$ cat config.mk
export PLATFORM = sky130hd
export DESIGN_NAME = lbde_seq
export DESIGN_NICKNAME = d
export VERILOG_FILES = /design/src/hdl/lbde_pkg.sv /design/src/hdl/lbde_seq.sv
export SDC_FILE = /design/constraint.sdc
export NUM_CORES = 1
export LEC_CHECK = 0
export ABC_CLOCK_PERIOD_IN_PS = 15800
export BUFFER_PORTS_ARGS = -buffer_cell sky130_fd_sc_hd__buf_2
export CORE_ASPECT_RATIO = 1.2
export CORE_MARGIN = 4
export CORE_UTILIZATION = 60
export DETAILED_ROUTE_END_ITERATION = 8
export PLACE_DENSITY = 0.91
export SLEW_MARGIN = 10
export SYNTH_ARGS = -nofsm -noshare
export SYNTH_HDL_FRONTEND = slang
export SYNTH_SLANG_ARGS = --single-unit
$ cat constraint.sdc
create_clock -name i_clk -period 15.8 [get_ports i_clk]
set_input_delay 0.79 -clock i_clk [delete_from_list [all_inputs] [get_ports i_clk]]
set_output_delay 0.79 -clock i_clk [all_outputs]
set_load 0.05 [all_outputs]
$ cat src/hdl/lbde_pkg.sv
// ----------------------------------------------------------------------------
// lbde_pkg
// Shared types, defaults and small arithmetic helpers for the luma
// difference-of-blurs edge block.
// ----------------------------------------------------------------------------
package lbde_pkg;

    localparam int LBDE_MAX_WIDTH  = 128;
    localparam int LBDE_MAX_HEIGHT = 128;
    localparam int LBDE_WINDOW     = 2;

    // register reset values
    localparam logic [7:0] RST_FRAME_WIDTH  = 8'd128;
    localparam logic [7:0] RST_FRAME_HEIGHT = 8'd128;
    localparam logic [7:0] RST_EDGE_THRESH  = 8'd5;
    localparam logic [7:0] RST_EDGE_VALUE   = 8'd240;
    localparam logic [2:0] RST_FINE_PASSES  = 3'd1;
    localparam logic [2:0] RST_COARSE_EXTRA = 3'd2;

    // register indexes
    localparam logic [2:0] REG_FRAME_WIDTH  = 3'd0;
    localparam logic [2:0] REG_FRAME_HEIGHT = 3'd1;
    localparam logic [2:0] REG_EDGE_THRESH  = 3'd2;
    localparam logic [2:0] REG_EDGE_VALUE   = 3'd3;
    localparam logic [2:0] REG_FINE_PASSES  = 3'd4;
    localparam logic [2:0] REG_COARSE_EXTRA = 3'd5;

    localparam logic CMD_LOAD = 1'b0;
    localparam logic CMD_READ = 1'b1;

    localparam int RECIP_SHIFT = 16;

    typedef struct packed {
        logic       command;
        logic [7:0] pixel;
    } t_in;

    typedef struct packed {
        logic [7:0] edge_res;
        logic       last_of_frame;
    } t_out;

    typedef struct packed {
        logic [7:0] frame_width;
        logic [7:0] frame_height;
        logic [7:0] edge_threshold;
        logic [7:0] edge_value;
        logic [2:0] fine_passes;
        logic [2:0] coarse_extra_passes;
    } t_cfg;

    // ceil(2^16 / d); exact floor of sum/d for sums below 2048
    function automatic logic [16:0] recip(input logic [3:0] d);
        logic [16:0] r;
        case (d)
            4'd1:    r = 17'd65536;
            4'd2:    r = 17'd32768;
            4'd3:    r = 17'd21846;
            4'd4:    r = 17'd16384;
            4'd5:    r = 17'd13108;
            4'd6:    r = 17'd10923;
            4'd7:    r = 17'd9363;
            4'd8:    r = 17'd8192;
            default: r = 17'd0;
        endcase
        return r;
    endfunction

    function automatic logic [7:0] edge_pix(input logic [7:0] a, input logic [7:0] b,
                                            input logic [7:0] thr, input logic [7:0] val);
        logic [7:0] d;
        d = (a > b) ? (a - b) : (b - a);
        return (d > thr) ? val : 8'd0;
    endfunction

endpackage

$ cat src/hdl/lbde_seq.sv
// ----------------------------------------------------------------------------
// lbde_seq
// Frame processing sequencer: blur sweeps (read, then modify and write back),
// fine-to-coarse copy and the edge pass, all over the two frame stores.
// ----------------------------------------------------------------------------
module lbde_seq #(
    parameter  int MAX_WIDTH  = lbde_pkg::LBDE_MAX_WIDTH,
    parameter  int MAX_HEIGHT = lbde_pkg::LBDE_MAX_HEIGHT,
    parameter  int WINDOW     = lbde_pkg::LBDE_WINDOW,
    localparam int CELLS      = MAX_WIDTH * MAX_HEIGHT,
    localparam int AW         = $clog2(CELLS),
    localparam int CW         = $clog2(CELLS + 1),
    localparam int WDW        = $clog2(MAX_WIDTH + 1),
    localparam int HDW        = $clog2(MAX_HEIGHT + 1)
) (
    input  logic           i_clk,
    input  logic           i_rst_n,
    input  logic           i_start,
    input  logic [WDW-1:0] i_w,
    input  logic [HDW-1:0] i_h,
    input  logic [CW-1:0]  i_cells,
    input  lbde_pkg::t_cfg i_cfg,
    output logic           o_busy,
    output logic           o_done,
    output logic           o_f_we,
    output logic [AW-1:0]  o_f_waddr,
    output logic [7:0]     o_f_wdata,
    output logic [AW-1:0]  o_f_raddr,
    input  logic [7:0]     i_f_rdata,
    output logic           o_c_we,
    output logic [AW-1:0]  o_c_waddr,
    output logic [7:0]     o_c_wdata,
    output logic [AW-1:0]  o_c_raddr,
    input  logic [7:0]     i_c_rdata
);

    localparam int LW  = (WDW > HDW) ? WDW : HDW;
    localparam int NW  = $clog2(WINDOW + 1);
    localparam int SW  = 8 + NW;
    localparam int SLW = (WINDOW > 1) ? $clog2(WINDOW) : 1;
    localparam int PW  = SW + 17;

    typedef enum logic [6:0] {
        S_IDLE  = 7'b0000001,
        S_BL_RD = 7'b0000010,
        S_BL_WR = 7'b0000100,
        S_CP    = 7'b0001000,
        S_CP_DR = 7'b0010000,
        S_ED    = 7'b0100000,
        S_ED_DR = 7'b1000000
    } t_state;

    t_state          r_state, n_state;
    logic            r_img;          // 0 fine store, 1 coarse store
    logic [2:0]      r_pass, r_passes;
    logic [1:0]      r_phase;        // rows fwd, rows back, cols down, cols up
    logic [LW-1:0]   r_line, r_k;
    logic [AW-1:0]   r_addr, r_row_base, r_last_base;
    logic [WDW-1:0]  r_w;
    logic [HDW-1:0]  r_h;
    logic [CW-1:0]   r_cells;
    logic [7:0]      r_win [WINDOW];
    logic [SLW-1:0]  r_slot;
    logic [SW-1:0]   r_sum;
    logic [NW-1:0]   r_cnt;
    logic [AW-1:0]   r_i;
    logic            r_pw, r_pe;
    logic [AW-1:0]   r_pwa;

    logic            blur_init, pass_next, pipe_init, img_coarse;
    logic [7:0]      v, old;
    logic [SW-1:0]   sum_n;
    logic [NW-1:0]   cnt_n;
    logic [PW-1:0]   prod;
    logic [LW-1:0]   len;
    logic            line_end, last_line;

    assign v        = r_img ? i_c_rdata : i_f_rdata;
    assign old      = r_win[r_slot];
    assign sum_n    = r_sum - SW'(old) + SW'(v);
    assign cnt_n    = r_cnt - NW'(old != 8'd0) + NW'(v != 8'd0);
    assign prod     = PW'(sum_n) * PW'(lbde_pkg::recip(4'(cnt_n)));
    assign len      = r_phase[1] ? LW'(r_h) : LW'(r_w);
    assign line_end = (r_state == S_BL_WR) && (r_k == len - LW'(1));
    assign last_line = (r_phase == 2'd3) && (r_line == LW'(r_w) - LW'(1));

    always_comb begin
        n_state    = r_state;
        blur_init  = 1'b0;
        pass_next  = 1'b0;
        pipe_init  = 1'b0;
        img_coarse = 1'b0;
        case (r_state)
            S_IDLE: begin
                if (i_start) begin
                    if (i_cfg.fine_passes != 3'd0) begin
                        n_state   = S_BL_RD;
                        blur_init = 1'b1;
                    end else begin
                        n_state   = S_CP;
                        pipe_init = 1'b1;
                    end
                end
            end
            S_BL_RD: n_state = S_BL_WR;
            S_BL_WR: begin
                n_state = S_BL_RD;
                if (line_end && last_line) begin
                    if (r_pass == r_passes - 3'd1) begin
                        n_state   = r_img ? S_ED : S_CP;
                        pipe_init = 1'b1;
                    end else begin
                        pass_next = 1'b1;
                    end
                end
            end
            S_CP: begin
                if (CW'(r_i) == r_cells - CW'(1)) begin
                    n_state = S_CP_DR;
                end
            end
            S_CP_DR: begin
                img_coarse = 1'b1;
                if (i_cfg.coarse_extra_passes != 3'd0) begin
                    n_state   = S_BL_RD;
                    blur_init = 1'b1;
                end else begin
                    n_state   = S_ED;
                    pipe_init = 1'b1;
                end
            end
            S_ED: begin
                if (CW'(r_i) == r_cells - CW'(1)) begin
                    n_state = S_ED_DR;
                end
            end
            S_ED_DR: n_state = S_IDLE;
            default: n_state = S_IDLE;
        endcase
    end

    always_ff @(posedge i_clk) begin
        if (!i_rst_n) begin
            r_state <= S_IDLE;
            r_pw    <= 1'b0;
        end else begin
            r_state <= n_state;
            r_pw    <= (r_state == S_CP) || (r_state == S_ED);
        end
    end

    // sweep counters and window
    always_ff @(posedge i_clk) begin
        r_pe  <= (r_state == S_ED);
        r_pwa <= r_i;
        if (r_state == S_IDLE && i_start) begin
            r_w         <= i_w;
            r_h         <= i_h;
            r_cells     <= i_cells;
            r_last_base <= AW'(i_cells - CW'(i_w));
            r_img       <= 1'b0;
            r_passes    <= i_cfg.fine_passes;
        end
        if (img_coarse) begin
            r_img    <= 1'b1;
            r_passes <= i_cfg.coarse_extra_passes;
        end
        if (pipe_init) begin
            r_i <= '0;
        end else if (r_state == S_CP || r_state == S_ED) begin
            r_i <= r_i + AW'(1);
        end

        if (r_state == S_BL_WR) begin
            r_win[r_slot] <= v;
            r_sum         <= sum_n;
            r_cnt         <= cnt_n;
            r_slot        <= (r_slot == SLW'(WINDOW - 1)) ? '0 : r_slot + SLW'(1);
            r_k           <= r_k + LW'(1);
            case (r_phase)
                2'd0:    r_addr <= r_addr + AW'(1);
                2'd1:    r_addr <= r_addr - AW'(1);
                2'd2:    r_addr <= r_addr + AW'(r_w);
                default: r_addr <= r_addr - AW'(r_w);
            endcase
        end

        if (line_end) begin
            for (int j = 0; j < WINDOW; j++) begin
                r_win[j] <= 8'd0;
            end
            r_sum  <= '0;
            r_cnt  <= '0;
            r_slot <= '0;
            r_k    <= '0;
            case (r_phase)
                2'd0: begin
                    r_phase <= 2'd1;
                    r_addr  <= r_row_base + AW'(r_w) - AW'(1);
                end
                2'd1: begin
                    if (r_line == LW'(r_h) - LW'(1)) begin
                        r_phase <= 2'd2;
                        r_line  <= '0;
                        r_addr  <= '0;
                    end else begin
                        r_phase    <= 2'd0;
                        r_line     <= r_line + LW'(1);
                        r_row_base <= r_row_base + AW'(r_w);
                        r_addr     <= r_row_base + AW'(r_w);
                    end
                end
                2'd2: begin
                    r_phase <= 2'd3;
                    r_addr  <= r_last_base + AW'(r_line);
                end
                default: begin
                    r_phase <= 2'd2;
                    r_line  <= r_line + LW'(1);
                    r_addr  <= AW'(r_line) + AW'(1);
                end
            endcase
        end

        if (blur_init || pass_next) begin
            r_pass     <= blur_init ? 3'd0 : r_pass + 3'd1;
            r_phase    <= 2'd0;
            r_line     <= '0;
            r_k        <= '0;
            r_addr     <= '0;
            r_row_base <= '0;
            for (int j = 0; j < WINDOW; j++) begin
                r_win[j] <= 8'd0;
            end
            r_sum  <= '0;
            r_cnt  <= '0;
            r_slot <= '0;
        end
    end

    assign o_busy = (r_state != S_IDLE);
    assign o_done = (r_state == S_ED_DR);

    assign o_f_we    = (r_state == S_BL_WR) && !r_img && (v != 8'd0);
    assign o_f_waddr = r_addr;
    assign o_f_wdata = prod[lbde_pkg::RECIP_SHIFT +: 8];
    assign o_f_raddr = (r_state == S_CP || r_state == S_ED) ? r_i : r_addr;

    assign o_c_we    = r_pw || ((r_state == S_BL_WR) && r_img && (v != 8'd0));
    assign o_c_waddr = r_pw ? r_pwa : r_addr;
    assign o_c_wdata = r_pw ? (r_pe ? lbde_pkg::edge_pix(i_f_rdata, i_c_rdata,
                                         i_cfg.edge_threshold, i_cfg.edge_value)
                                    : i_f_rdata)
                            : prod[lbde_pkg::RECIP_SHIFT +: 8];
    assign o_c_raddr = (r_state == S_ED) ? r_i : r_addr;

endmodule

==> impl_metrics.tcl <==
set metrics [dict create \
    htreeDepth 4 \
    synthSimpleGateAreaFrac_pct 17.9 \
    status "finished, final reports clean" \
    multiInputGateArea_sq_mm 0.0101 \
    ios 164 \
    power_leakage_nw 7.67 \
    synth_compound_area_share_pct 15.1 \
    grt_pass1_wl_um 64800 \
    via_per_inst 6.25 \
    finalPower_mw 1.67 \
    fin_crit_sh_pct 63.0 \
    yosysTopAreaCell "dfxtp_1" \
    slowest_delay_ns 0.73 \
    start_util_pct 61.7 \
    die-area_sq_mm 0.0275 \
    hold_viol_final 0 \
    avgSynthCellArea_sq_um 8.52 \
    ys_types 85 \
    slew-limit-headroom_pct 26.1 \
    clkTransAtPathRegs_ns 0.08 \
    clkLatencyLatePin_ns 0.44 \
    drt_iter0_drc 1275 \
    synth_top_area_share_pct 15.3 \
    syn_area_sq_mm 0.0149 \
    cts_resized 0 \
    crit_type "reg2out" \
    seq_area_frac_synth_pct 25.6 \
    drt-met1-wl_um 14300 \
    drcViolationCount 0 \
    antenna_found_initial 0 \
    hpwl_um 29500 \
    nets 2144 \
    firstDrtPassIters 7 \
    drtAntennaViolNets 0 \
    slew_viol_final 0 \
    cts.sinks 165 \
    grt_max_degree 51 \
    vias 13700 \
    critPathArrivalTime_ns 9.16 \
    drt_wl_total_um 39400 \
    synth_top_family_by_area "adder cells" \
    port_buffers 147 \
    syn2layout_area_growth_pct 10.1 \
    gp_congestion 0.930 \
    ys_ff_latch 165 \
    ir_worst_vdd_uv 88.6 \
    synthTopCellsByArea "dfxtp_1 (15%), ha_1 (13%), edfxtp_1 (10%), fa_1 (6.8%), xnor2_1 (6.1%)" \
    root_buffer "clkbuf_16" \
    reg2reg_slack_ns 11.33 \
    synth_fp_nets 2043 \
    setup_tns_ns 0 \
    cts_buffers 17 \
    worst_hold_slack_ns 0.461 \
    setup_viol 0 \
    crit_top_cell "ha_1" \
    cts_buffer_depth 2 \
    wl_met2_um 20000 \
    fmax_mhz 101 \
    utilization_pct 67.9 \
    synthMuxAreaShare_pct 5.26 \
    min_period_ns 9.95 \
    wl_per_cell_um 18.0 \
    cts_setup_buffers 0 \
    seq_area_sq_mm 0.00381 \
    async_flop_share_pct 0 \
    fillers 1820 \
    die_h_um 181 \
    cp_slowest_cell "dfxtp_1" \
    drive_above_1_share_pct 14.5 \
    yosysWarnings 0 \
    synthCells 1751 \
    die_x_um 152 \
    rows 62 \
    cts_tree "yes" \
    cp_max_fo 12 \
    powerDensity_mw_per_mm2 102 \
    synth-edff-count 51 \
    coreArea_sq_mm 0.0242 \
    start_kind "flop" \
    grt_pass1_vias 13900 \
    synth-xor-area-share_pct 10.0 \
    hold_buffers 0 \
    gr-total-overflow 0 \
    finalClockSkew_ns 0.0166 \
    antennaDiodeCount 0 \
    drv_cap 0 \
    synthFlopType "dfxtp_1" \
    worst_slew_pin_slew_ns 1.11 \
    crit_required_ns 15.01 \
    rsz0062_at_grt "false" \
    hold_path.class "reg2reg" \
    worstSetupEndpointType "primary output" \
    gr-usage-all-layers_pct 27.9 \
    route.met3.wl_um 2810 \
    yosys.area_share.adder_pct 19.7 \
    dr.max_layer_used "met4" \
]
## worst paths after layout
path                        end  cells past startpoint      from
setup / recovery   o_c_wdata[4]                     32     r_img
hold / removal         r_sum[0]                      2  r_sum[0]
setup reg to reg  o_f_waddr[10]                      9    r_w[0]
hold reg to reg        r_sum[0]                      2  r_sum[0]
## synth_stat cells (all sizes together) (6+ instances only)
library cell    n
a211oi         36
a21boi          6
a21o           24
a21oi          97
a221oi         10
a311oi          6
a31o            6
a31oi          20
and3           18
buf            23
clkbuf         49
dfxtp         114
edfxtp         51
fa             51
ha            153
inv           176
mux2           41
mux2i          30
nand2         129
nand2b          9
nand3          33
nand3b          8
nand4          20
nor2          198
nor2b          11
nor3           46
nor4           22
o2111ai         6
o21a            9
o21ai          57
o21bai         12
or2            15
or3            12
or4            10
or4b            6
xnor2         104
xor2           64
## placed cells by master, fill, tap and decap left out, types with 6 or more instances in the layout
cell	instances
clkbuf_16	17
xnor2_1	104
xor2_1	64
nand3_1	33
or2_2	14
nor2b_1	11
a21oi_1	97
o21ai_0	56
o21a_1	9
o21bai_1	12
nand2_1	129
a31oi_1	20
or4_1	7
inv_1	174
a211oi_1	36
buf_4	7
nor4_1	19
a21o_1	24
nand2b_1	9
a311oi_1	6
edfxtp_1	51
nand4_1	20
o2111ai_1	6
dfxtp_1	114
a21boi_0	6
ha_1	153
clkinv_8	6
buf_2	147
fa_1	51
nor3_1	44
nand3b_1	8
mux2i_1	30
a221oi_1	10
and3_1	18
or3_1	11
mux2_2	41
nor2_1	197
## state kept, by name, indices dropped and copies added (netlist names), 10 cells and up, named ones only
| signal | count |
|---|---|
| r_row_base | 14 |
| r_win | 16 |
| r_last_base | 14 |
| r_i | 14 |
| r_pwa | 14 |
| r_cells | 15 |
| o_f_waddr | 14 |
| r_sum | 10 |
## metrics by stage
step | setup slack, ns | instance area, sq um | std cells
after global routing | 5.16 | 16400 | 2185
after global placement | 6.41 | 15800 | 2153
after detailed placement | 6.22 | 15800 | 2153
final | 5.85 | 16400 | 2185
after CTS | 5.83 | 16400 | 2185
after floorplan | 6.42 | 14900 | 1751
## worst max-delay path: cells and delay by family (launching register included)
| kind | cells | cell delay [ns] |
|---|---|---|
| AND/OR/NAND/NOR | 6 | 1.04 |
| adder cells (fa/ha/maj) | 8 | 2.51 |
| AO/OA/AOI/OAI | 9 | 2.25 |
| XOR/XNOR | 4 | 0.62 |
| multiplexers | 2 | 1.07 |
| flip-flops | 1 | 0.73 |
| buffers and inverters | 3 | 0.47 |
## kinds of logic (layout without fill, tap and decap cells)
family / count (synthesis) / after routing
flip-flops: 165 / 165
adder cells (fa/ha/maj): 204 / 204
multiplexers: 72 / 72
AO/OA/AOI/OAI: 339 / 339
buffers and inverters: 249 / 363
AND/OR/NAND/NOR: 553 / 553
XOR/XNOR: 169 / 169
## power by group
part | internal [mW] | total, mW | switching (mW)
Clock | 0.215 | 0.422 | 0.207
Combinational | 0.239 | 0.707 | 0.468
Sequential | 0.489 | 0.544 | 0.0551
## layout make-up
class,instances,area share (%)
sequential,165,23.2
tap,320,2.44
inverter,177,4.05
clock inverter,15,1.14
clock buffer,17,2.59
timing repair buffer,154,4.80
multi-input combinational,1337,61.8
## per-layer routing
| layer | global-route usage, % | vias to the layer above |
|---|---|---|
| met5 | 0 | - |
| met4 | 15.9 | 0 |
| met3 | 4.43 | 213 |
| met2 | 50.5 | 695 |
| met1 | 30.9 | 6428 |
| li1 | - | 6321 |
Note: power is estimated with default switching activity, not from simulation.
